==> src/sv/hsvrgb_pkg.sv <==
// Shared types, sector codes and the divide-by-255 helper for the HSV to RGB converter.
package hsvrgb_pkg;

    localparam int unsigned HUE_W   = 9;
    localparam int unsigned CHAN_W  = 8;
    localparam int unsigned PROD_W  = 2 * CHAN_W;
    localparam int unsigned SECT_W  = 3;

    localparam logic [CHAN_W-1:0] FULL_SCALE  = 8'd255;
    localparam int unsigned       SECTOR_DEG  = 60;
    localparam int unsigned       SECTOR_NUM  = 6;
    localparam int unsigned       HUE_SECTORS = 8;
    localparam logic [15:0]       DIV255_RECIP = 16'h8081;

    typedef logic [SECT_W-1:0] sector_t;

    localparam sector_t SECTOR_RED_GREEN    = 3'd0;
    localparam sector_t SECTOR_GREEN_RED    = 3'd1;
    localparam sector_t SECTOR_GREEN_BLUE   = 3'd2;
    localparam sector_t SECTOR_BLUE_GREEN   = 3'd3;
    localparam sector_t SECTOR_BLUE_RED     = 3'd4;
    localparam sector_t SECTOR_RED_BLUE     = 3'd5;

    typedef struct packed {
        logic [HUE_W-1:0]  hue;
        logic [CHAN_W-1:0] saturation;
        logic [CHAN_W-1:0] brightness;
    } hsv_t;

    typedef struct packed {
        logic [CHAN_W-1:0] red;
        logic [CHAN_W-1:0] green;
        logic [CHAN_W-1:0] blue;
    } rgb_t;

    typedef struct packed {
        sector_t           sector;
        logic [CHAN_W-1:0] frac;
        logic [CHAN_W-1:0] sat;
        logic [CHAN_W-1:0] val;
    } sector_stage_t;

    typedef struct packed {
        sector_t           sector;
        logic [CHAN_W-1:0] val;
        logic [CHAN_W-1:0] p;
        logic [PROD_W-1:0] q_prod;
        logic [PROD_W-1:0] t_prod;
    } term_stage_t;

    // Floor division by 255 of a 16-bit value through a reciprocal multiply.
    // The reciprocal 0x8081 / 2^23 is exact over the whole 16-bit range; the 8-bit result holds quotients up to 255.
    function automatic logic [CHAN_W-1:0] div255(input logic [PROD_W-1:0] x);
        logic [31:0] prod;
        prod = 32'(x) * 32'(DIV255_RECIP);
        return prod[30:23];
    endfunction

endpackage

==> src/sv/hsvrgb_sector.sv <==
// First pipeline stage: hue sector and fraction within the sector.
module hsvrgb_sector (
    input  logic                       clk,
    input  logic                       rst_n,
    input  logic                       in_valid,
    input  hsvrgb_pkg::hsv_t           in_data,
    output logic                       out_valid,
    output hsvrgb_pkg::sector_stage_t  out_data
);
    import hsvrgb_pkg::*;

    logic [3:0]        raw_sector;
    logic [HUE_W-1:0]  base;
    logic [HUE_W-1:0]  rem_wide;
    logic [5:0]        rem;
    logic [9:0]        rem_x17;
    sector_stage_t     data_next;
    sector_stage_t     data_reg;
    logic              valid_next;
    logic              valid_reg;

    always_comb
    begin
        raw_sector = 4'd0;
        for (int i = 1; i <= HUE_SECTORS; i++)
        begin
            if (in_data.hue >= HUE_W'(i * SECTOR_DEG))
            begin
                raw_sector = 4'(i);
            end
        end
        base     = HUE_W'(raw_sector * SECTOR_DEG);
        rem_wide = in_data.hue - base;
        rem      = rem_wide[5:0];
        // 255 / 60 reduces to 17 / 4, so the floor is a multiply and a shift.
        rem_x17  = 10'(rem) * 10'd17;

        if (raw_sector >= 4'(SECTOR_NUM))
        begin
            data_next.sector = SECT_W'(raw_sector - 4'(SECTOR_NUM));
        end
        else
        begin
            data_next.sector = SECT_W'(raw_sector);
        end
        data_next.frac = rem_x17[9:2];
        data_next.sat  = in_data.saturation;
        data_next.val  = in_data.brightness;
        valid_next     = in_valid;
    end

    always_ff @(posedge clk or negedge rst_n)
    begin
        if (!rst_n)
        begin
            valid_reg <= 1'b0;
        end
        else
        begin
            valid_reg <= valid_next;
        end
    end

    always_ff @(posedge clk)
    begin
        data_reg <= data_next;
    end

    assign out_valid = valid_reg;
    assign out_data  = data_reg;

endmodule

==> src/sv/hsvrgb_terms.sv <==
// Middle pipeline stages: products, divisions by 255 and the q and t products.
module hsvrgb_terms (
    input  logic                       clk,
    input  logic                       rst_n,
    input  logic                       in_valid,
    input  hsvrgb_pkg::sector_stage_t  in_data,
    output logic                       out_valid,
    output hsvrgb_pkg::term_stage_t    out_data
);
    import hsvrgb_pkg::*;

    typedef struct packed {
        sector_t           sector;
        logic [CHAN_W-1:0] val;
        logic [PROD_W-1:0] fs;
        logic [PROD_W-1:0] nfs;
        logic [PROD_W-1:0] ps;
    } prod_stage_t;

    typedef struct packed {
        sector_t           sector;
        logic [CHAN_W-1:0] val;
        logic [CHAN_W-1:0] p;
        logic [CHAN_W-1:0] qa;
        logic [CHAN_W-1:0] ta;
    } div_stage_t;

    prod_stage_t  s2_next;
    prod_stage_t  s2_reg;
    div_stage_t   s3_next;
    div_stage_t   s3_reg;
    term_stage_t  s4_next;
    term_stage_t  s4_reg;
    logic [2:0]   valid_next;
    logic [2:0]   valid_reg;

    always_comb
    begin
        s2_next.sector = in_data.sector;
        s2_next.val    = in_data.val;
        s2_next.fs     = PROD_W'(in_data.frac) * PROD_W'(in_data.sat);
        s2_next.nfs    = PROD_W'(FULL_SCALE - in_data.frac) * PROD_W'(in_data.sat);
        s2_next.ps     = PROD_W'(FULL_SCALE - in_data.sat) * PROD_W'(in_data.val);

        s3_next.sector = s2_reg.sector;
        s3_next.val    = s2_reg.val;
        s3_next.p      = div255(s2_reg.ps);
        s3_next.qa     = FULL_SCALE - div255(s2_reg.fs);
        s3_next.ta     = FULL_SCALE - div255(s2_reg.nfs);

        s4_next.sector = s3_reg.sector;
        s4_next.val    = s3_reg.val;
        s4_next.p      = s3_reg.p;
        s4_next.q_prod = PROD_W'(s3_reg.qa) * PROD_W'(s3_reg.val);
        s4_next.t_prod = PROD_W'(s3_reg.ta) * PROD_W'(s3_reg.val);

        valid_next = {valid_reg[1:0], in_valid};
    end

    always_ff @(posedge clk or negedge rst_n)
    begin
        if (!rst_n)
        begin
            valid_reg <= '0;
        end
        else
        begin
            valid_reg <= valid_next;
        end
    end

    always_ff @(posedge clk)
    begin
        s2_reg <= s2_next;
        s3_reg <= s3_next;
        s4_reg <= s4_next;
    end

    assign out_valid = valid_reg[2];
    assign out_data  = s4_reg;

endmodule

==> src/sv/hsvrgb_select.sv <==
// Last pipeline stage: final divisions and the channel permutation per sector.
module hsvrgb_select (
    input  logic                     clk,
    input  logic                     rst_n,
    input  logic                     in_valid,
    input  hsvrgb_pkg::term_stage_t  in_data,
    output logic                     out_valid,
    output hsvrgb_pkg::rgb_t         out_data
);
    import hsvrgb_pkg::*;

    logic [CHAN_W-1:0] q;
    logic [CHAN_W-1:0] t;
    logic [CHAN_W-1:0] p;
    logic [CHAN_W-1:0] v;
    rgb_t              rgb_next;
    rgb_t              rgb_reg;
    logic              valid_next;
    logic              valid_reg;

    always_comb
    begin
        q = div255(in_data.q_prod);
        t = div255(in_data.t_prod);
        p = in_data.p;
        v = in_data.val;
        case (in_data.sector)
            SECTOR_RED_GREEN:  rgb_next = '{red: v, green: t, blue: p};
            SECTOR_GREEN_RED:  rgb_next = '{red: q, green: v, blue: p};
            SECTOR_GREEN_BLUE: rgb_next = '{red: p, green: v, blue: t};
            SECTOR_BLUE_GREEN: rgb_next = '{red: p, green: q, blue: v};
            SECTOR_BLUE_RED:   rgb_next = '{red: t, green: p, blue: v};
            SECTOR_RED_BLUE:   rgb_next = '{red: v, green: p, blue: q};
            default:           rgb_next = '{red: v, green: p, blue: q};
        endcase
        valid_next = in_valid;
    end

    always_ff @(posedge clk or negedge rst_n)
    begin
        if (!rst_n)
        begin
            valid_reg <= 1'b0;
        end
        else
        begin
            valid_reg <= valid_next;
        end
    end

    always_ff @(posedge clk)
    begin
        rgb_reg <= rgb_next;
    end

    assign out_valid = valid_reg;
    assign out_data  = rgb_reg;

endmodule

==> src/sv/hsv_to_rgb_converter.sv <==
// Top level of the pipelined HSV to RGB converter.
// Usage: drive hsv with a hue of 0 to 360 degrees, a saturation and a brightness,
// and raise start for one cycle per item. An item is taken at every rising edge
// where start is high and busy is low. Since every stage advances each cycle,
// busy stays low, so one item may enter on every clock cycle.
// Each item produces one result on rgb, marked by done for exactly one cycle.
// An accepted item appears on rgb with done high once it has passed through
// each of the register stages, in the order that the next sentence lists them.
// Throughput is one item per cycle, set by the five register stages: sector and
// fraction, the three products, the divisions by 255, the q and t products, and
// the final divisions with the channel select.
// The receiver has no way to stall, so results are never held back.
// Reset clears the valid bits of all stages; items in flight are dropped and
// done stays low until new items reach the output.
module hsv_to_rgb_converter (
    input  logic              clk,
    input  logic              rst_n,
    input  logic              start,
    output logic              busy,
    input  hsvrgb_pkg::hsv_t  hsv,
    output logic              done,
    output hsvrgb_pkg::rgb_t  rgb
);
    import hsvrgb_pkg::*;

    logic           accept;
    logic           s1_valid;
    sector_stage_t  s1_data;
    logic           s4_valid;
    term_stage_t    s4_data;

    assign busy   = 1'b0;
    assign accept = start && !busy;

    hsvrgb_sector u_sector (
        .clk       (clk),
        .rst_n     (rst_n),
        .in_valid  (accept),
        .in_data   (hsv),
        .out_valid (s1_valid),
        .out_data  (s1_data)
    );

    hsvrgb_terms u_terms (
        .clk       (clk),
        .rst_n     (rst_n),
        .in_valid  (s1_valid),
        .in_data   (s1_data),
        .out_valid (s4_valid),
        .out_data  (s4_data)
    );

    hsvrgb_select u_select (
        .clk       (clk),
        .rst_n     (rst_n),
        .in_valid  (s4_valid),
        .in_data   (s4_data),
        .out_valid (done),
        .out_data  (rgb)
    );

`ifndef SYNTHESIS
    a_accept_gives_done: assert property (@(posedge clk) disable iff (!rst_n)
        accept |-> ##5 done)
        else $error("accepted item did not produce a result after five cycles");

    a_done_has_item: assert property (@(posedge clk) disable iff (!rst_n)
        s4_valid |=> done)
        else $error("result strobe missing after last stage");

    a_black_in_black_out: assert property (@(posedge clk) disable iff (!rst_n)
        (accept && hsv.brightness == '0) |-> ##5 (rgb == '0))
        else $error("zero brightness did not give black");

    a_gray_when_unsaturated: assert property (@(posedge clk) disable iff (!rst_n)
        (accept && hsv.saturation == '0) |-> ##5
            (rgb.red == $past(hsv.brightness, 5) && rgb.green == rgb.red
             && rgb.blue == rgb.red))
        else $error("zero saturation did not give gray at the brightness level");
`endif

endmodule

==> config.mk <==
export PLATFORM = sky130hd
export DESIGN_NAME = hsv_to_rgb_converter
export DESIGN_NICKNAME = d
export VERILOG_FILES = /design/src/sv/hsvrgb_pkg.sv /design/src/sv/hsvrgb_sector.sv /design/src/sv/hsvrgb_terms.sv /design/src/sv/hsvrgb_select.sv /design/src/sv/hsv_to_rgb_converter.sv
export SDC_FILE = /design/constraint.sdc
export NUM_CORES = 1
export LEC_CHECK = 0
export ABC_AREA = 1
export BUFFER_PORTS_ARGS = -buffer_cell sky130_fd_sc_hd__buf_2
export CAP_MARGIN = 25
export CORE_ASPECT_RATIO = 0.5
export CORE_MARGIN = 3
export CORE_UTILIZATION = 40
export DETAILED_ROUTE_END_ITERATION = 8
export PLACE_DENSITY = 0.57
export SYNTH_ARGS = -nofsm -noshare
export SYNTH_HDL_FRONTEND = slang
export SYNTH_HIERARCHICAL = 1
export SYNTH_SLANG_ARGS = --single-unit
==> constraint.sdc <==
create_clock -name clk -period 10.1 [get_ports clk]
set_input_delay 2.525 -clock clk [delete_from_list [all_inputs] [get_ports clk]]
set_output_delay 2.525 -clock clk [all_outputs]
set_load 0.005 [all_outputs]
==> metrics.md <==
| Metric | Value |
|---|---|
| Status | `finished, final reports clean` |
| Reg2Reg Setup Slack | `~5200 ps` |
| Critical R2R Launch | `u_sector/out_data[8]$_DFF_P_` |
| Clk root buf | `clkbuf_16` |
| Worst-Skew Late Latency | `540 ps` |
| Final Max Slew Viols | `0` |
| Routability cong. | `0.913` |
| Hold Vio Cnt, Final | `0` |
| Routed vias | `19600` |
| Finished Cell Area | `25800 um^2` |
| Placed cell area | `around 25000 um^2` |
| Mapped Area | `24000 um^2` |
| HP Start | `u_terms/s3_reg[17]$_DFF_P_` |
| R2R depth | `15` |
| Cts-stage hold buffer count | `0` |
| Max reg flops | `59` |
| Syn Area/Cell | `7.59 um^2` |
| #FFs+latches synth | `201` |
| Max stage delay on crit path | `410 ps` |
| Post-synth EDFFs | `0` |
| Critical Path RT | `10520 ps` |
| Peak Freq | `182 MHz` |
| Pre-antenna DRT Iters | `5` |
| CTS Buffer Depth | `3` |
| Final ANT Viol Nets | `0` |
| R2r endpoint | `u_terms/s2_reg[13]$_DFF_P_` |
| CP max FO | `5` |
| Critical path capture point type | `flip-flop` |
| Post-synth net total | `3887` |
| Routed length per instance | `between 10 and 15 um` |
| Top post-synthesis cells by area | `ha_1 27%, dfxtp_1 16%, fa_1 15%` |
| Post-layout min period | `5490 ps` |
| Worst setup SP type | `primary input` |
| Setup bufs post-CTS | `0` |
| Synth top area share | `approximately a quarter` |
| Crit path from | `hsv[19]` |
| CP most frequent cell | `nand2_1` |
| Setup TNS | `0 ps` |
| Die Footprint | `63200 um^2` |
| WHS Path Cells | `0` |
| Met2 global-route usage | `31.3%` |
| Port buffer count | `52` |
| Sequential-to-total area share from yosys stat | `16.9%` |
| Pin count of the biggest net entering global routing | `20` |
| Vias/cell | `4.90` |
| Most common cell in the synthesized netlist | `nand2_1` |
| Hold Path Sink | `u_terms/out_data[33]$_DFF_P_` |
| Starting Density | `41.1%` |
| First-pass GRT wire length | `97.1 mm` |
| Cells after Synth | `3167` |
| Max-cap violations | `0` |
| Die Width | `around 350 um` |
| Core area | `58400 um^2` |
| CTS H-Tree Depth | `1` |
| Ys flop type | `dfxtp_1` |
| Clock Skews | `18.3 ps` |
| Synth unique cells | `48` |
| DRT iter0 DRCs | `1064` |
| GR Util met1 | `around a quarter` |
| Area delta synth->final | `7.27%` |
| Fraction of layout cells with a size suffix above 1 | `4.38%` |
| Fill count | `5943` |
| Post_cts resized | `0` |
| CTS tree | `built` |
| Clock sinks | `201` |
| Worst path cell trace | `buf_2 > inv_2 > nand2_1 > a31oi_1 > nand2_2 > nand2_1 > nand2_1 > ha_1 > xnor2_1 > ha_1 > nand2_1 > o21ai_1 > xor2_1 > inv_1 > nand3_1 > nand2_2 > ha_1 > ha_1 > fa_1 > nand3_1 > inv_1 > nand3_1 > nand2_1` |
| Hpwl dp | `48.5 mm` |
| Commonest cells in the synthesized netlist | `730 x nand2_1, 593 x inv_1, 510 x ha_1, 275 x nor2_1, 196 x dfxtp_1` |
| Area leader, netlist | `ha_1` |
| Final Net Count | `3903` |
| Setup violators final | `0` |
| Relative slew slack | `between 30% and 40%` |
| Tightest Pin Transition | `around 900 ps` |
| Rows | `62` |
| Vias in the first global route | `around 19000` |
| Total track usage | `18.7%` |
| CP Class | `primary input to flip-flop` |
| Synth Warn # | `6` |
| WP buf/inv | `4` |
| WL final | `just under 60 mm` |
| Top Family by Delay on Critical Path | `adder cells` |
| Period Utilization, post-route | `54.4%` |
| Most used routing layer | `met2` |
| DRC viols | `0` |
| Crit-path slowest cell | `fa_1` |
| Fraction of registers with async set/reset | `2.49%` |
| I/O Pins | `54` |
| RSZ-0062 raised after global routing | `false` |
| Post-layout util | `around 44%` |
| Total CTS buffers | `22` |
| CTS clk-pin slew, worst paths | `60 ps` |
| Min Hold Slack | `approximately 330 ps` |
| GRT met3 Usage | `1.94%` |
| Initial antenna violation count | `0` |
| Arr. time, crit path | `5910 ps` |
| Grt ovf | `0` |
| Hold Path Class | `flip-flop to flip-flop` |
| Die Y | `179 um` |
-- cells by family (layout without fill, tap and decap cells) --
logic type	Yosys count	after routing	synth area share [%]
adders and majority gates	692	692	41.7
buffers and inverters	662	694	10.4
xor gates and xnor gates	68	68	2.48
DFF	201	201	16.9
AOI/OAI and AO/OA	265	265	6.24
and+or+nand+nor	1278	1278	22.3
other	1	2	0.0156
-- cell type report --
cell class                      count  area, um^2  area share, %
Inverter                          601        2260           8.75
Tap cell                          800        1000           3.88
Timing Repair Buffer               53         272           1.05
Sequential cell                   201        4050           15.7
Clock inverter                     13         134          0.519
Clock buffer                       27         589           2.29
Antenna cell                        1        2.50        0.00971
Multi-Input combinational cell   2304       17500           67.8
-- cells in the final DEF, fill, tap and decap left out, drive strengths merged, types with 4 or more instances in the layout --
cell type  instances
nor3              31
o21bai            19
xnor2             24
nand3            143
nor2             285
nand3b            10
a21o               4
dfxtp            196
o21ai             66
fa               182
clkinv            10
a31oi              4
a21oi            138
nand4             56
a22oi             12
inv              602
o21a              12
clkbuf            27
dfrtp              5
buf               53
ha               510
xor2              44
nand2            747
-- worst reg2reg max path: stages (launching register included) --
cell	delay (ps)
dfxtp_1	790
clkinv_1	500
nand2_1	230
fa_1	450
fa_1	550
inv_1	60
fa_1	540
inv_1	60
fa_1	520
inv_1	40
ha_1	330
nand2_1	130
o21ai_0	260
nand2_1	80
o211ai_1	110
xor2_1	180
-- metal layers --
metal  vias up  share of wire, %
met1      9169                50
li1      10100                 -
met3        52               4.1
met4         0               1.7
met2       333                44
met5         -                 0
-- per-stage QoR --
step | instances | worst slack, ps
4_1_cts | 3999 | 4610
5_1_grt | 3999 | 4340
3_3_place_gp | 3958 | 4070
2_1_floorplan | 3167 | 4510
6_report | 4000 | 4610
3_5_place_dp | 3959 | 4050
-- worst max path at each step --
stage,end,slack [ps],cells after the start
2_1_floorplan,u_sector/out_data[23]$_DFF_P_,4510,22
3_3_place_gp,u_sector/out_data[23]$_DFF_P_,4070,23
3_5_place_dp,u_sector/out_data[23]$_DFF_P_,4050,23
4_1_cts,u_sector/out_data[23]$_DFF_P_,4610,23
5_1_grt,u_sector/out_data[23]$_DFF_P_,4340,23
6_report,u_sector/out_data[23]$_DFF_P_,4610,23
Power is not shown: default switching activity piles up to over one toggle a cycle in this logic, so the estimate is an artifact.
